--- config.mk ---
export PLATFORM = sky130hd
export DESIGN_NAME = wavelet_subband_extent_generator_core
export DESIGN_NICKNAME = d
export VERILOG_FILES = /design/src/rtl/wseg_pkg.sv /design/src/rtl/wseg_datapath.sv /design/src/rtl/wseg_controller.sv /design/src/rtl/wavelet_subband_extent_generator_core.sv
export SDC_FILE = /design/constraint.sdc
export NUM_CORES = 1
export LEC_CHECK = 0
export ABC_AREA = 1
export BUFFER_PORTS_ARGS = -buffer_cell sky130_fd_sc_hd__buf_2
export CAP_MARGIN = 20
export CORE_ASPECT_RATIO = 0.7
export CORE_UTILIZATION = 40
export DETAILED_ROUTE_END_ITERATION = 10
export GPL_TIMING_DRIVEN = 0
export PLACE_DENSITY = 0.55
export SLEW_MARGIN = 10
export SYNTH_ARGS = -nofsm -noshare
export SYNTH_HDL_FRONTEND = slang
export SYNTH_HIERARCHICAL = 1
export SYNTH_SLANG_ARGS = --single-unit
--- constraint.sdc ---
create_clock -name clk -period 15.05 [get_ports clk]
set_clock_uncertainty 0.05 [all_clocks]
set_input_delay 0.7525 -clock clk [delete_from_list [all_inputs] [get_ports clk]]
set_output_delay 0.7525 -clock clk [all_outputs]
set_load 0.02 [all_outputs]
--- src/rtl/wseg_pkg.sv ---
// Shared types and constants of the wavelet subband extent generator.
// No dependencies.
package wseg_pkg;

	localparam int SIZE_W = 16;
	localparam int NUM_AXES = 3;

	typedef logic [SIZE_W-1:0] dim_t;
	typedef logic [2:0] band_code_t;
	typedef logic [2:0] code_idx_t;

	// Band order within one level; entry 0 is the approximation band.
	localparam band_code_t BAND_CODE [8] = '{3'd0, 3'd1, 3'd2, 3'd4, 3'd3, 3'd5, 3'd6, 3'd7};
	localparam code_idx_t FIRST_DETAIL = 3'd1;
	localparam code_idx_t LAST_DETAIL = 3'd7;

	typedef enum logic [1:0] {
		LD_APPROX,
		LD_DETAIL,
		LD_BAD
	} load_kind_t;

	// Controller to datapath
	typedef struct packed {
		logic start;
		logic halve;
		logic pop;
		logic load;
		load_kind_t kind;
		band_code_t code;
		logic last;
	} wseg_cmd_t;

	// Datapath to controller
	typedef struct packed {
		logic req_bad;
		logic nonzero;
		band_code_t big_axes;
	} wseg_status_t;

endpackage

--- src/rtl/wseg_datapath.sv ---
// Datapath: region sizes, halving stack and the result registers.
// Depends on wseg_pkg; driven by wseg_controller commands.
module wseg_datapath #(
	parameter int MAX_LEVELS = 8
) (
	input  logic                 clk,
	input  logic [1:0]           num_dims,
	input  wseg_pkg::dim_t       size_x,
	input  wseg_pkg::dim_t       size_y,
	input  wseg_pkg::dim_t       size_z,
	input  logic [3:0]           num_levels,
	input  wseg_pkg::wseg_cmd_t  cmd,
	output wseg_pkg::wseg_status_t status,
	output wseg_pkg::dim_t       offset_x,
	output wseg_pkg::dim_t       offset_y,
	output wseg_pkg::dim_t       offset_z,
	output wseg_pkg::dim_t       extent_x,
	output wseg_pkg::dim_t       extent_y,
	output wseg_pkg::dim_t       extent_z,
	output logic                 last,
	output logic                 bad_request
);
	import wseg_pkg::*;

	dim_t cur_q [NUM_AXES];
	dim_t stk_q [MAX_LEVELS][NUM_AXES];
	dim_t off_q [NUM_AXES];
	dim_t ext_q [NUM_AXES];
	logic last_q;
	logic bad_q;
	band_code_t big_q;
	dim_t band_off [NUM_AXES];
	dim_t band_ext [NUM_AXES];
	logic zero_size;

	// Check the request rules on the input ports, then form the band picked by
	// the current code from the top of stack and the low size
	always_comb begin
		zero_size = (size_x == '0) || (size_y == '0) || (size_z == '0);
		status.req_bad = (num_dims == 2'd0) || (num_dims < 2'd2 && size_y != 16'd1)
			|| (num_dims < 2'd3 && size_z != 16'd1) || zero_size
			|| (32'(num_levels) > MAX_LEVELS);
		status.nonzero = 1'b1;
		for (int a = 0; a < NUM_AXES; a++) begin
			if (cmd.code[2-a]) begin
				band_off[a] = cur_q[a];
				band_ext[a] = stk_q[0][a] - cur_q[a];
			end else begin
				band_off[a] = '0;
				band_ext[a] = cur_q[a];
			end
			if (band_ext[a] == '0) status.nonzero = 1'b0;
		end
		status.big_axes = big_q;
	end

	// Capture, halve, push and pop the per-level sizes
	always_ff @(posedge clk) begin
		if (cmd.start) begin
			cur_q[0] <= size_x;
			cur_q[1] <= size_y;
			cur_q[2] <= size_z;
			big_q <= {size_x > 16'd1, size_y > 16'd1, size_z > 16'd1};
		end else if (cmd.halve) begin
			for (int a = 0; a < NUM_AXES; a++) begin
				cur_q[a] <= (cur_q[a] >> 1) + dim_t'(cur_q[a][0]);
				stk_q[0][a] <= cur_q[a];
				for (int i = 1; i < MAX_LEVELS; i++) stk_q[i][a] <= stk_q[i-1][a];
			end
		end else if (cmd.pop) begin
			for (int a = 0; a < NUM_AXES; a++) begin
				cur_q[a] <= stk_q[0][a];
				for (int i = 0; i < MAX_LEVELS - 1; i++) stk_q[i][a] <= stk_q[i+1][a];
			end
		end
	end

	// Load the result registers
	always_ff @(posedge clk) begin
		if (cmd.load) begin
			last_q <= cmd.last;
			unique case (cmd.kind)
				LD_APPROX: begin
					for (int a = 0; a < NUM_AXES; a++) begin
						off_q[a] <= '0;
						ext_q[a] <= cur_q[a];
					end
					bad_q <= 1'b0;
				end
				LD_DETAIL: begin
					for (int a = 0; a < NUM_AXES; a++) begin
						off_q[a] <= band_off[a];
						ext_q[a] <= band_ext[a];
					end
					bad_q <= 1'b0;
				end
				default: begin
					for (int a = 0; a < NUM_AXES; a++) begin
						off_q[a] <= '0;
						ext_q[a] <= '0;
					end
					bad_q <= 1'b1;
				end
			endcase
		end
	end

	assign offset_x = off_q[0];
	assign offset_y = off_q[1];
	assign offset_z = off_q[2];
	assign extent_x = ext_q[0];
	assign extent_y = ext_q[1];
	assign extent_z = ext_q[2];
	assign last = last_q;
	assign bad_request = bad_q;

endmodule

--- src/rtl/wseg_controller.sv ---
// Controller: sequences halving, approximation band and detail bands per request, or one bad-request band.
// Depends on wseg_pkg; commands wseg_datapath and owns both handshakes.
module wseg_controller #(
	parameter int MAX_LEVELS = 8
) (
	input  logic                   clk,
	input  logic                   arst_n,
	input  logic                   in_valid,
	output logic                   in_stall,
	input  logic [3:0]             num_levels,
	output logic                   out_valid,
	input  logic                   out_stall,
	input  wseg_pkg::wseg_status_t status,
	output wseg_pkg::wseg_cmd_t    cmd
);
	import wseg_pkg::*;

	localparam int LW = $clog2(MAX_LEVELS + 1);

	typedef enum logic [2:0] {
		ST_IDLE,
		ST_HALVE,
		ST_APPROX,
		ST_DETAIL,
		ST_BAD
	} state_t;

	state_t state_q;
	logic [LW-1:0] levels_q;
	logic [LW-1:0] lev_q;
	code_idx_t idx_q;
	logic out_valid_q;
	logic slot_free;
	logic approx_last;
	logic step;

	assign slot_free = !out_valid_q || !out_stall;
	assign approx_last = (levels_q == '0) || (status.big_axes == '0);
	assign step = !status.nonzero || slot_free;
	assign in_stall = (state_q != ST_IDLE);
	assign out_valid = out_valid_q;

	// Decode commands from the state
	always_comb begin
		cmd = '0;
		cmd.kind = LD_DETAIL;
		cmd.code = BAND_CODE[idx_q];
		unique case (state_q)
			ST_IDLE: cmd.start = in_valid;
			ST_HALVE: cmd.halve = (lev_q != levels_q);
			ST_APPROX: begin
				cmd.kind = LD_APPROX;
				cmd.load = slot_free;
				cmd.last = approx_last;
			end
			ST_DETAIL: begin
				cmd.load = status.nonzero && slot_free;
				cmd.last = (lev_q == '0) && (cmd.code == status.big_axes);
				cmd.pop = step && (idx_q == LAST_DETAIL) && (lev_q != '0);
			end
			ST_BAD: begin
				cmd.kind = LD_BAD;
				cmd.load = slot_free;
				cmd.last = 1'b1;
			end
			default: cmd = '0;
		endcase
	end

	// Hold state, counters and the output valid
	always_ff @(posedge clk or negedge arst_n) begin
		if (!arst_n) begin
			state_q <= ST_IDLE;
			levels_q <= '0;
			lev_q <= '0;
			idx_q <= FIRST_DETAIL;
			out_valid_q <= 1'b0;
		end else begin
			if (cmd.load) out_valid_q <= 1'b1;
			else if (!out_stall) out_valid_q <= 1'b0;
			unique case (state_q)
				ST_IDLE: begin
					if (in_valid) begin
						if (status.req_bad) begin
							state_q <= ST_BAD;
						end else begin
							levels_q <= LW'(num_levels);
							lev_q <= '0;
							state_q <= ST_HALVE;
						end
					end
				end
				ST_HALVE: begin
					if (lev_q == levels_q) state_q <= ST_APPROX;
					else lev_q <= lev_q + LW'(1);
				end
				ST_APPROX: begin
					if (slot_free) begin
						if (approx_last) begin
							state_q <= ST_IDLE;
						end else begin
							lev_q <= lev_q - LW'(1);
							idx_q <= FIRST_DETAIL;
							state_q <= ST_DETAIL;
						end
					end
				end
				ST_DETAIL: begin
					if (step) begin
						if (idx_q == LAST_DETAIL) begin
							idx_q <= FIRST_DETAIL;
							if (lev_q == '0) state_q <= ST_IDLE;
							else lev_q <= lev_q - LW'(1);
						end else begin
							idx_q <= idx_q + 3'd1;
						end
					end
				end
				ST_BAD: begin
					if (slot_free) state_q <= ST_IDLE;
				end
				default: state_q <= ST_IDLE;
			endcase
		end
	end

endmodule

--- src/rtl/wavelet_subband_extent_generator_core.sv ---
// Wavelet subband extent generator, top level.
// Input channel in_valid/in_stall carries one request: num_dims, size_x/y/z and
// num_levels. Output channel out_valid/out_stall carries one subband per
// transaction: offset_x/y/z, extent_x/y/z, last and bad_request.
// A request is taken when in_valid is high and in_stall low; in_stall stays
// high until every band of that request has been loaded into the output register.
// The first band (coarsest approximation) is loaded once one halving step per
// level has been made after the accept.
// Throughput: one band code is examined per cycle, 7 per level, except that a code
// with a nonzero band waits while the output register is stalled.
// Zero-size bands are skipped silently. The final band of a request has last set.
// A rejected request yields one band with zero fields, last and bad_request set.
// The output register holds its band while out_stall is high; the controller
// waits and resumes with the next band code once the slot frees up.
// Reset (arst_n low) returns the controller to idle and drops out_valid.
// Depends on wseg_pkg, wseg_controller and wseg_datapath.
module wavelet_subband_extent_generator_core #(
	parameter int MAX_LEVELS = 8
) (
	input  logic           clk,
	input  logic           arst_n,
	input  logic           in_valid,
	output logic           in_stall,
	input  logic [1:0]     num_dims,
	input  wseg_pkg::dim_t size_x,
	input  wseg_pkg::dim_t size_y,
	input  wseg_pkg::dim_t size_z,
	input  logic [3:0]     num_levels,
	output logic           out_valid,
	input  logic           out_stall,
	output wseg_pkg::dim_t offset_x,
	output wseg_pkg::dim_t offset_y,
	output wseg_pkg::dim_t offset_z,
	output wseg_pkg::dim_t extent_x,
	output wseg_pkg::dim_t extent_y,
	output wseg_pkg::dim_t extent_z,
	output logic           last,
	output logic           bad_request
);
	import wseg_pkg::*;

	wseg_cmd_t cmd;
	wseg_status_t status;

	wseg_controller #(.MAX_LEVELS(MAX_LEVELS)) u_ctrl (
		.clk        (clk),
		.arst_n     (arst_n),
		.in_valid   (in_valid),
		.in_stall   (in_stall),
		.num_levels (num_levels),
		.out_valid  (out_valid),
		.out_stall  (out_stall),
		.status     (status),
		.cmd        (cmd)
	);

	wseg_datapath #(.MAX_LEVELS(MAX_LEVELS)) u_dp (
		.clk         (clk),
		.num_dims    (num_dims),
		.size_x      (size_x),
		.size_y      (size_y),
		.size_z      (size_z),
		.num_levels  (num_levels),
		.cmd         (cmd),
		.status      (status),
		.offset_x    (offset_x),
		.offset_y    (offset_y),
		.offset_z    (offset_z),
		.extent_x    (extent_x),
		.extent_y    (extent_y),
		.extent_z    (extent_z),
		.last        (last),
		.bad_request (bad_request)
	);

endmodule

# Word-level counts from Yosys, hierarchy flattened
# Memories as Yosys holds them, arrays and structs flattened.
# Cells that the tools add are included.
[op_classes]
reduce_logical = 42
n_eq_ne = 23
muxes = 101
add_sub_neg = 9
order_cmp = 7
n_bitwise = 41
[ops]
columns = ["cell", "count"]
rows = [
  ["$mux W16", 45],
  ["$logic_not A16 Y1", 6],
  ["$add A15 B1 Y16", 3],
  ["$gt A16 B1 Y1 const B", 3],
  ["$sub A16 B16 Y16", 3],
  ["$mux W3", 15],
  ["$or A1 B1 Y1", 39],
  ["$mux W4", 8],
  ["$ne A16 B1 Y1 const B", 2],
  ["$mux W1", 26],
  ["$pmux W4 S4", 1],
  ["$pmux W3 S5", 1],
  ["$ne A2 B1 Y1 const B", 7],
  ["$ne A2 B2 Y1 const B", 5],
  ["$logic_or A1 B1 Y1", 9],
  ["$reduce_and A9 Y1", 1],
  ["$logic_not A4 Y1", 2],
  ["$reduce_bool A4 Y1", 2],
  ["$reduce_and A7 Y1", 1],
  ["$eq A3 B2 Y1 const B", 2],
  ["$eq A3 B3 Y1 const B", 2],
  ["$logic_and A1 B1 Y1", 6],
  ["$logic_not A3 Y1", 2],
  ["$pmux W3 S2", 1],
  ["26 further kinds", 31],
]
[word_totals]
register_bits = 20
rom_bits = 24
memories = 5
wordCells = 236
ram_bits = 528
[memory_table]
columns = ["name", "depth", "word_bits", "rd", "rd_ports_with_merged_regs", "write_ports", "line", "source"]
rows = [
  ["u_dp.stk_q", 8, 48, 8, 0, 8, "wseg_datapath.sv:26", "dim_t stk_q [MAX_LEVELS][NUM_AXES];"],
  ["u_dp.cur_q", 3, 16, 3, 0, 3, "wseg_datapath.sv:25", "dim_t cur_q [NUM_AXES];"],
  ["u_dp.ext_q", 3, 16, 3, 0, 3, "wseg_datapath.sv:28", "dim_t ext_q [NUM_AXES];"],
  ["u_dp.off_q", 3, 16, 3, 0, 3, "wseg_datapath.sv:27", "dim_t off_q [NUM_AXES];"],
  ["(name not given)", 8, 3, 1, 0, 0, "wseg_controller.sv:47", "cmd.code = BAND_CODE[idx_q];"],
]

# Logic depth before layout (Yosys ltp)
# Gate-level depths: netlist of run 1.
[depth]
depth_word = 20
ltp_mapped = 32

# By module
# Netlist of run 1, hierarchy kept.
[modules_own_cells]
columns = ["mod", "seq_area_each_um2", "instances", "area_per_inst_um2", "cells_each"]
rows = [
  ["wseg_datapath", 16005.4, 1, 26205.1, 2723],
  ["wseg_controller", 376.6, 1, 1291.2, 192],
]

# Worst setup path after synthesis of run 1
# No wires, ideal clock.
[synth_timing]
path_type = "flip-flop to flip-flop"
from = "register u_ctrl.idx_q[0]"
to = "memory u_dp/stk_q[0][0] (netlist bit), enable pin"
period_less_slack_ns = 12.797
arrival_ns = 11.912
required_ns = 14.166
stages_incl_launch_ff = 24
path_buffers = 2
path_slack_ns = 2.253
path_cell_list = "dfstp_2 -> inv_1 -> ha_1 -> o21ai_0 -> nor2_1 -> buf_2 -> o21ai_0 -> nand4_1 -> a21oi_1 -> nand2_1 -> nor2_1 -> nand3_1 -> nor2_1 -> nand2_1 -> nand2_1 -> nor2_1 -> nand3_1 -> nand2_1 -> nor2_1 -> nand2_1 -> clkinv_1 -> nor2_1 -> inv_1 -> clkbuf_1"
[synth_rtl]
columns = ["element", "line", "source"]
rows = [
  ["start, declared", "wseg_controller.sv:31", "code_idx_t idx_q;"],
  ["start signal, assigned", "wseg_controller.sv:115", "idx_q <= idx_q + 3'd1;"],
  ["end, declared", "wseg_datapath.sv:26", ""],
]

==> results.cfg, run 1 <==
[floorplan]
dieArea_sq_mm = 0.0698
coreArea_sq_mm = 0.0681
die_w_microns = 315
dieHeight_microns = 221
initial_utilization_pct = 40.4
num_io_pins = 158
num_rows = 80

[finish]
final_nets = 3262
final_cells = 4081
n_antenna_cell = 0
areaGrowthSynthToFinish_pct = 14.4
layout-drive-gt1-share_pct = 10.1

[timing]
finalHoldViolations = 0
finalSetupViolCount = 0
worst_slack_ns = 7.73
min_period_ns = 7.32
final_max_slew_viol_count = 0
whs_ns = 0.375
maxSlewHeadroom_pct = 29.5
rsz0062_at_grt = false
fmax_mhz = 137
tightest_slew_ns = 1.06
post-route-period-util_pct = 48.6

[detailed_routing]
drt-total-wl_microns = 83900
ant_nets = 0
via_per_inst = 5.26
num_vias = 21500
drc = 1
first_iter_violations = 2009
dr.pass1.iters = 10
wl_per_cell_microns = 20.5

[status]
outcome = finished with violations
failed_checks = DRC

[synth]
syn-cell-area_sq_mm = 0.0275
yosysSeqAreaShare_pct = 59.6
synthCells = 2915
synth-edff-count = 533
syn-num-nets = 3038
synth-main-ff-cell = edfxtp_1
ys_seq_elements = 548
yosys_warnings = 6
syn-mean-instance-area_sq_um = 9.43
yosys.cell_types.count = 54
async_flop_share_pct = 2.74

[clocking]
cts_tree = built
clockRootBuffer = clkbuf_16
cts_resized = 0
hold_buffers = 1
path_clk_slew_ns = 0.07
clock_sinks = 548
numCtsBuffers = 55
clock_latency_ns = 0.65
htree_levels = 2
clock_path_buffers = 3
cts_setup_buffers = 0

[worst_setup_path]
crit_type = flip-flop to flip-flop
required_ns = 15.32
cp-end-kind = flip-flop
r2r_cells = 27
worst_ep_arrival_time_ns = 7.58
cp_max_fo = 63
worst_setup_path_start_kind = flip-flop

[hold_path]
hp-class = input pin to flip-flop
worstHoldPathCells = 3

[power_and_ir_drop]
vdd_drop_max_mv = 0.142
powerDensity_mw_per_mm2 = 279
p_leak_nw = 13.4

[grt]
grtUsageTotal_pct = 23.9
grt_max_degree = 65
grt_pass1_wl_microns = 127000
grt_pass1_vias = 21600
antenna_found_initial = 2
gr-total-overflow = 0

[placed_design]
place_hpwl_microns = 63800
io_buffer_count = 157
place.gp.congestion = 0.922
dp_cells = 3983
dp_slack_ns = 7.83

[run]
cap_violations = 0
cell usage in the layout (no fill, tap or decap), types with 18 or more instances in the layout:
master and count:
a21oi_1 68, buf_2 177, clkbuf_1 96, clkbuf_16 55, edfxtp_1 533, ha_1 61, inv_1 439, nand2_1 846
nand3_1 121, nand4_1 18, nor2_1 175, o211ai_1 23, o21ai_0 209, o22ai_1 121, xor2_1 26
final cells by class:
cell class	instances	area (sq um)
flip-flops and latches	548	16400
well taps	902	1130
multi-input cells	1799	8930
inverters	449	1690
plain buffers	119	509
clock inverters	29	393
repair buffers	167	1010
fillers	6651	36600
clock buffers	68	1430
synth_stat cells (3+ instances only):
master | count | share of area, %
o21bai_1 | 4 | 0.11
ha_1 | 61 | 2.8
nor3_2 | 4 | 0.15
xor2_1 | 26 | 0.83
a21oi_1 | 68 | 1.2
o22ai_1 | 121 | 2.8
nand3b_1 | 12 | 0.33
buf_6 | 3 | 0.12
buf_2 | 20 | 0.36
clkbuf_1 | 85 | 1.2
o211ai_1 | 23 | 0.63
nor2_2 | 13 | 0.30
o221ai_1 | 12 | 0.38
dfrtp_1 | 14 | 1.3
o2111ai_1 | 4 | 0.13
inv_2 | 7 | 0.096
buf_1 | 9 | 0.12
nand3_2 | 6 | 0.22
nor2_1 | 176 | 2.4
o21ai_1 | 3 | 0.055
nand2_2 | 5 | 0.11
nor2_4 | 3 | 0.12
xnor2_1 | 4 | 0.13
o21ai_2 | 4 | 0.13
nand4_1 | 18 | 0.41
nand3_1 | 121 | 2.2
fa_1 | 4 | 0.29
nand2_1 | 847 | 12
o21ai_0 | 209 | 3.8
nand4_2 | 3 | 0.14
edfxtp_1 | 533 | 58
o311ai_1 | 4 | 0.13
a31oi_1 | 4 | 0.091
and2_1 | 4 | 0.091
nor4_1 | 8 | 0.18
nor3_1 | 13 | 0.24
inv_1 | 439 | 6.0
where the power goes:
group	internal [mW]	total (mW)	switching [mW]
Sequential	2.98	3.41	0.432
Clock	0.810	1.42	0.608
Combinational	1.14	3.95	2.81
Total	4.93	8.78	3.85
worst paths after layout:
kind | startpoint | endpoint | slack, ns
max | u_ctrl/idx_q[0] | u_dp/stk_q[4][6] | 7.73
min | size_x[15] | u_dp/cur_q[0][15] | 0.37
max reg2reg | u_ctrl/idx_q[0] | u_dp/stk_q[4][6] | 7.73
min reg2reg | u_dp/stk_q[6][14] | u_dp/stk_q[7][14] | 0.40
max in group asynchronous | arst_n | u_ctrl/idx_q[0] | 14.08
min in group asynchronous | arst_n | u_ctrl/levels_q[3] | 0.55
per-layer routing:
metal	track usage [%]	up-vias	routed length, microns
li1	-	10200	-
met1	35.0	10500	39200
met2	36.7	683	37100
met3	4.45	102	5940
met4	5.59	0	1570
met5	0	-	0
logic make-up (layout without fill, tap and decap cells):
family                   Yosys count  after routing  synth area share, %
AND/OR/NAND/NOR                 1238           1238                 18.7
buffers and inverters            568            832                 7.96
flip-flops                       548            548                 59.6
AO/OA/AOI/OAI                    466            466                 9.74
adder cells (fa/ha/maj)           65             65                 3.07
XOR/XNOR                          30             30                0.956
worst max-delay path, stage by stage (launching register included):
cell,delay [ns]
dfstp_2,0.57
inv_1,0.09
ha_1,0.20
nand2_1,0.06
o21ai_0,0.27
nor2_1,0.44
buf_2,0.28
clkbuf_1,0.44
nand3_1,0.20
nand2_1,0.16
nand2_1,0.07
nor2_1,0.12
nand3_1,0.16
nand2_1,0.25
nor2_1,0.10
nand3_1,0.17
nand2_1,0.07
nor2_1,0.49
nand2_1,0.15
clkinv_1,0.18
nor2_1,0.07
inv_1,0.13
clkbuf_4,0.59
buf_12,0.32
buf_12,0.28
buf_16,0.29
buf_16,0.31
buf_16,0.32
sequential cells by signal, summed over array words and instances, names as in the netlist:
signal,cells
u_dp/off_q,48
u_ctrl/out_valid,1
u_dp/big_q,3
u_dp/cur_q,48
u_ctrl/levels_q,4
u_ctrl/state_q,3
u_ctrl/lev_q,4
u_ctrl/idx_q,3
u_dp/ext_q,48
u_dp/stk_q,384
u_dp/last,1
u_dp/bad_request,1
metrics by stage:
| step | power, mW | utilization, % | instance area, sq um | TNS [ns] |
|---|---|---|---|---|
| final | 8.78 | 46.2 | 31500 | 0 |
| after global routing | 9.40 | 46.2 | 31500 | 0 |
| after CTS | 8.80 | 46.2 | 31500 | 0 |
| after detailed placement | 7.35 | 43.5 | 29600 | 0 |
| after global placement | 7.28 | 43.2 | 29400 | -1294.61 |
| after floorplan | 6.19 | - | 27500 | 0 |
No activity file was read; power rests on OpenSTA's default activity.
==> run 2: changes to the inputs <==
--- a/config.mk
+++ b/config.mk
@@ -12,7 +12,7 @@
 export CORE_UTILIZATION = 40
 export DETAILED_ROUTE_END_ITERATION = 10
 export GPL_TIMING_DRIVEN = 0
-export PLACE_DENSITY = 0.55
+export PLACE_DENSITY = 0.57
 export SLEW_MARGIN = 10
 export SYNTH_ARGS = -nofsm -noshare
 export SYNTH_HDL_FRONTEND = slang
==> constraint.sdc (replaced) <==
create_clock -name clk -period 6 [get_ports clk]
set_clock_uncertainty 0.05 [all_clocks]
set_input_delay 0.3 -clock clk [delete_from_list [all_inputs] [get_ports clk]]
set_output_delay 0.3 -clock clk [all_outputs]
set_load 0.02 [all_outputs]
==> run 2 against run 1 <==
The flow still finishes with violations (DRC). Register-to-register slack lost 7.5 ns. Sequential power grew to 2.5 times the previous value. Setup slack lost 7.5 ns. Fmax grew 27%. Non-clock buffer count grew 38. Combinational power grew to 2.5 times the previous value. Sequential share of layout area shrank 0.62 points. Flip-flop and latch count is the same. Clock-buffer cell count shrank 1. Design area grew 1.2%. First-iteration DRC count grew 14%. Critical path type unchanged. Highest routed layer unchanged.
==> results.cfg, run 2 (same netlist as run 1, synthesis figures left out) <==
[status]
outcome = finished with violations
failed_checks = DRC

[finish]
final_cell_mix = nand2_1 (846), edfxtp_1 (533), inv_1 (439)
fin_util_pct = 46.8
design_area_sq_mm = 0.0318
largest-register = u_dp/stk_q
largest_reg_flops = 384
final_nets = 3298
areaGrowthSynthToFinish_pct = 15.8
layout-drive-gt1-share_pct = 10.2
final_common_cell = nand2_1

[timing]
finalSetupViolCount = 0
tns_ns = 0
fmax_mhz = 173
tightest_slew_ns = 1.08
rsz0062_at_grt = false
finalHoldViolations = 0
whs_ns = 0.0403
final_max_slew_viol_count = 0
maxSlewHeadroom_pct = 27.9
post-route-period-util_pct = 96.2
min_period_ns = 5.77

[clocking]
clock_sinks = 548
cts_tree = built
htree_levels = 2
numCtsBuffers = 53
clock_latency_ns = 0.64
path_clk_slew_ns = 0.07
clock_path_buffers = 3
clockRootBuffer = clkbuf_16

[grt]
met3_usage_pct = 5.54
antenna_found_initial = 1
grt_pass1_wl_microns = 128000
busiest_layer = met2
grt_max_degree = 91
globalRouteMet2Util_pct = 36.7
grtUsageTotal_pct = 24.0
grt.met1_usage_pct = 34.5
grt_pass1_vias = 21900
gr-total-overflow = 0

[detailed_routing]
wl_per_cell_microns = 20.5
drt-total-wl_microns = 84200
num_vias = 21900
dr.pass1.iters = 8
via_per_inst = 5.33
drc = 8
first_iter_violations = 2289
ant_nets = 0

[worst_setup_path]
reg2reg_to = u_dp/stk_q[3][19]
r2r_cells = 23
cp-end-kind = flip-flop
r2r_start = u_ctrl/idx_q[0]
r2r_slack_ns = 0.23
crit_type = flip-flop to flip-flop
required_ns = 6.22
worst_setup_path_start_kind = flip-flop
cp_max_fo = 84
worst_ep_arrival_time_ns = 5.99

[placed_design]
post_dp_cell_area_sq_mm = 0.0295
place.gp.congestion = 0.919
io_buffer_count = 157
place_hpwl_microns = 62600

[power_and_ir_drop]
vdd_drop_max_mv = 0.438
powerDensity_mw_per_mm2 = 691
p_leak_nw = 13.6

[floorplan]
num_io_pins = 158
dieHeight_microns = 221
initial_utilization_pct = 40.4
coreArea_sq_mm = 0.0681
num_rows = 80
dieArea_sq_mm = 0.0698
die_w_microns = 315

[hold_path]
whs_endpoint = u_dp/cur_q[0][26]
hp-start = size_y[10]
worstHoldPathCells = 3
hp-class = input pin to flip-flop

[run]
cap_violations = 0
==> run 2: per-stage QoR <==
step | cells | setup slack, ns | total power [mW]
finish | 4117 | 0.231 | 22.0
global route | 4117 | 0.0135 | 23.6
CTS | 4113 | 0.143 | 22.0
detailed placement | 3978 | -0.441 | 18.3
global placement | 3974 | -2.53 | 18.3
floorplan | 2915 | 0.305 | 15.0
==> run 2: cell type report <==
type | count | area [sq um]
repair buffers | 205 | 1350
flip-flops and latches | 548 | 16400
well taps | 902 | 1130
fillers | 6540 | 36200
diodes | 1 | 2.50
inverters | 449 | 1690
clock buffers | 67 | 1420
plain buffers | 119 | 537
clock inverters | 27 | 389
multi-input cells | 1799 | 8950
==> run 2: report_power, final <==
part	switching, mW	leakage (nW)	total (mW)	internal, mW
sequential	1.08	5.36	8.56	7.48
combinational	7.08	7.33	9.91	2.83
clock	1.52	0.871	3.54	2.03
total	9.67	13.6	22.0	12.3
==> run 2: how the worst max path moves through the flow <==
stage | depth (start not counted) | to | from | slack, ns
after floorplan | 24 | u_dp/ext_q[0][0] | u_ctrl/idx_q[0] | 0.30
after global placement | 23 | u_dp/cur_q[0][39] | u_ctrl/idx_q[0] | -2.53
after detailed placement | 24 | u_dp/cur_q[0][43] | u_ctrl/idx_q[0] | -0.44
after CTS | 23 | u_dp/stk_q[6][19] | u_ctrl/idx_q[0] | 0.14
after global routing | 23 | u_dp/stk_q[4][31] | u_ctrl/idx_q[0] | 0.01
final | 23 | u_dp/stk_q[3][19] | u_ctrl/idx_q[0] | 0.23
==> run 2: worst max-delay path: stages (launching register included) <==
cell	delay (ns)
dfstp_2	0.58
inv_1	0.11
ha_1	0.21
nand2_1	0.06
o21ai_0	0.18
nor2_2	0.29
buf_2	0.26
clkbuf_1	0.43
nand3_1	0.19
nand2_1	0.11
nand2_1	0.09
nor2_1	0.13
nand3_1	0.15
nand2_1	0.24
nor2_1	0.09
nand3_1	0.15
nand2_1	0.08
nor2_2	0.36
nand2_1	0.13
clkinv_1	0.21
nor2_1	0.07
inv_1	0.30
clkbuf_16	0.37
buf_16	0.38
==> run 2: per-layer routing <==
metal  part of all wire [%]  vias to the layer above
li1                       -                    10300
met1                     46                    10700
met2                     44                      820
met3                    8.4                      118
met4                    2.1                        0
met5                      0                        -
==> run 2: timing repair <==
item	CTS	global route
hold buffers	39	0
resized for setup	2	21
buffers inserted	0	0
cloned	2	2
setup endpoints to repair	203	335
endpoints found under the hold margin	55	0
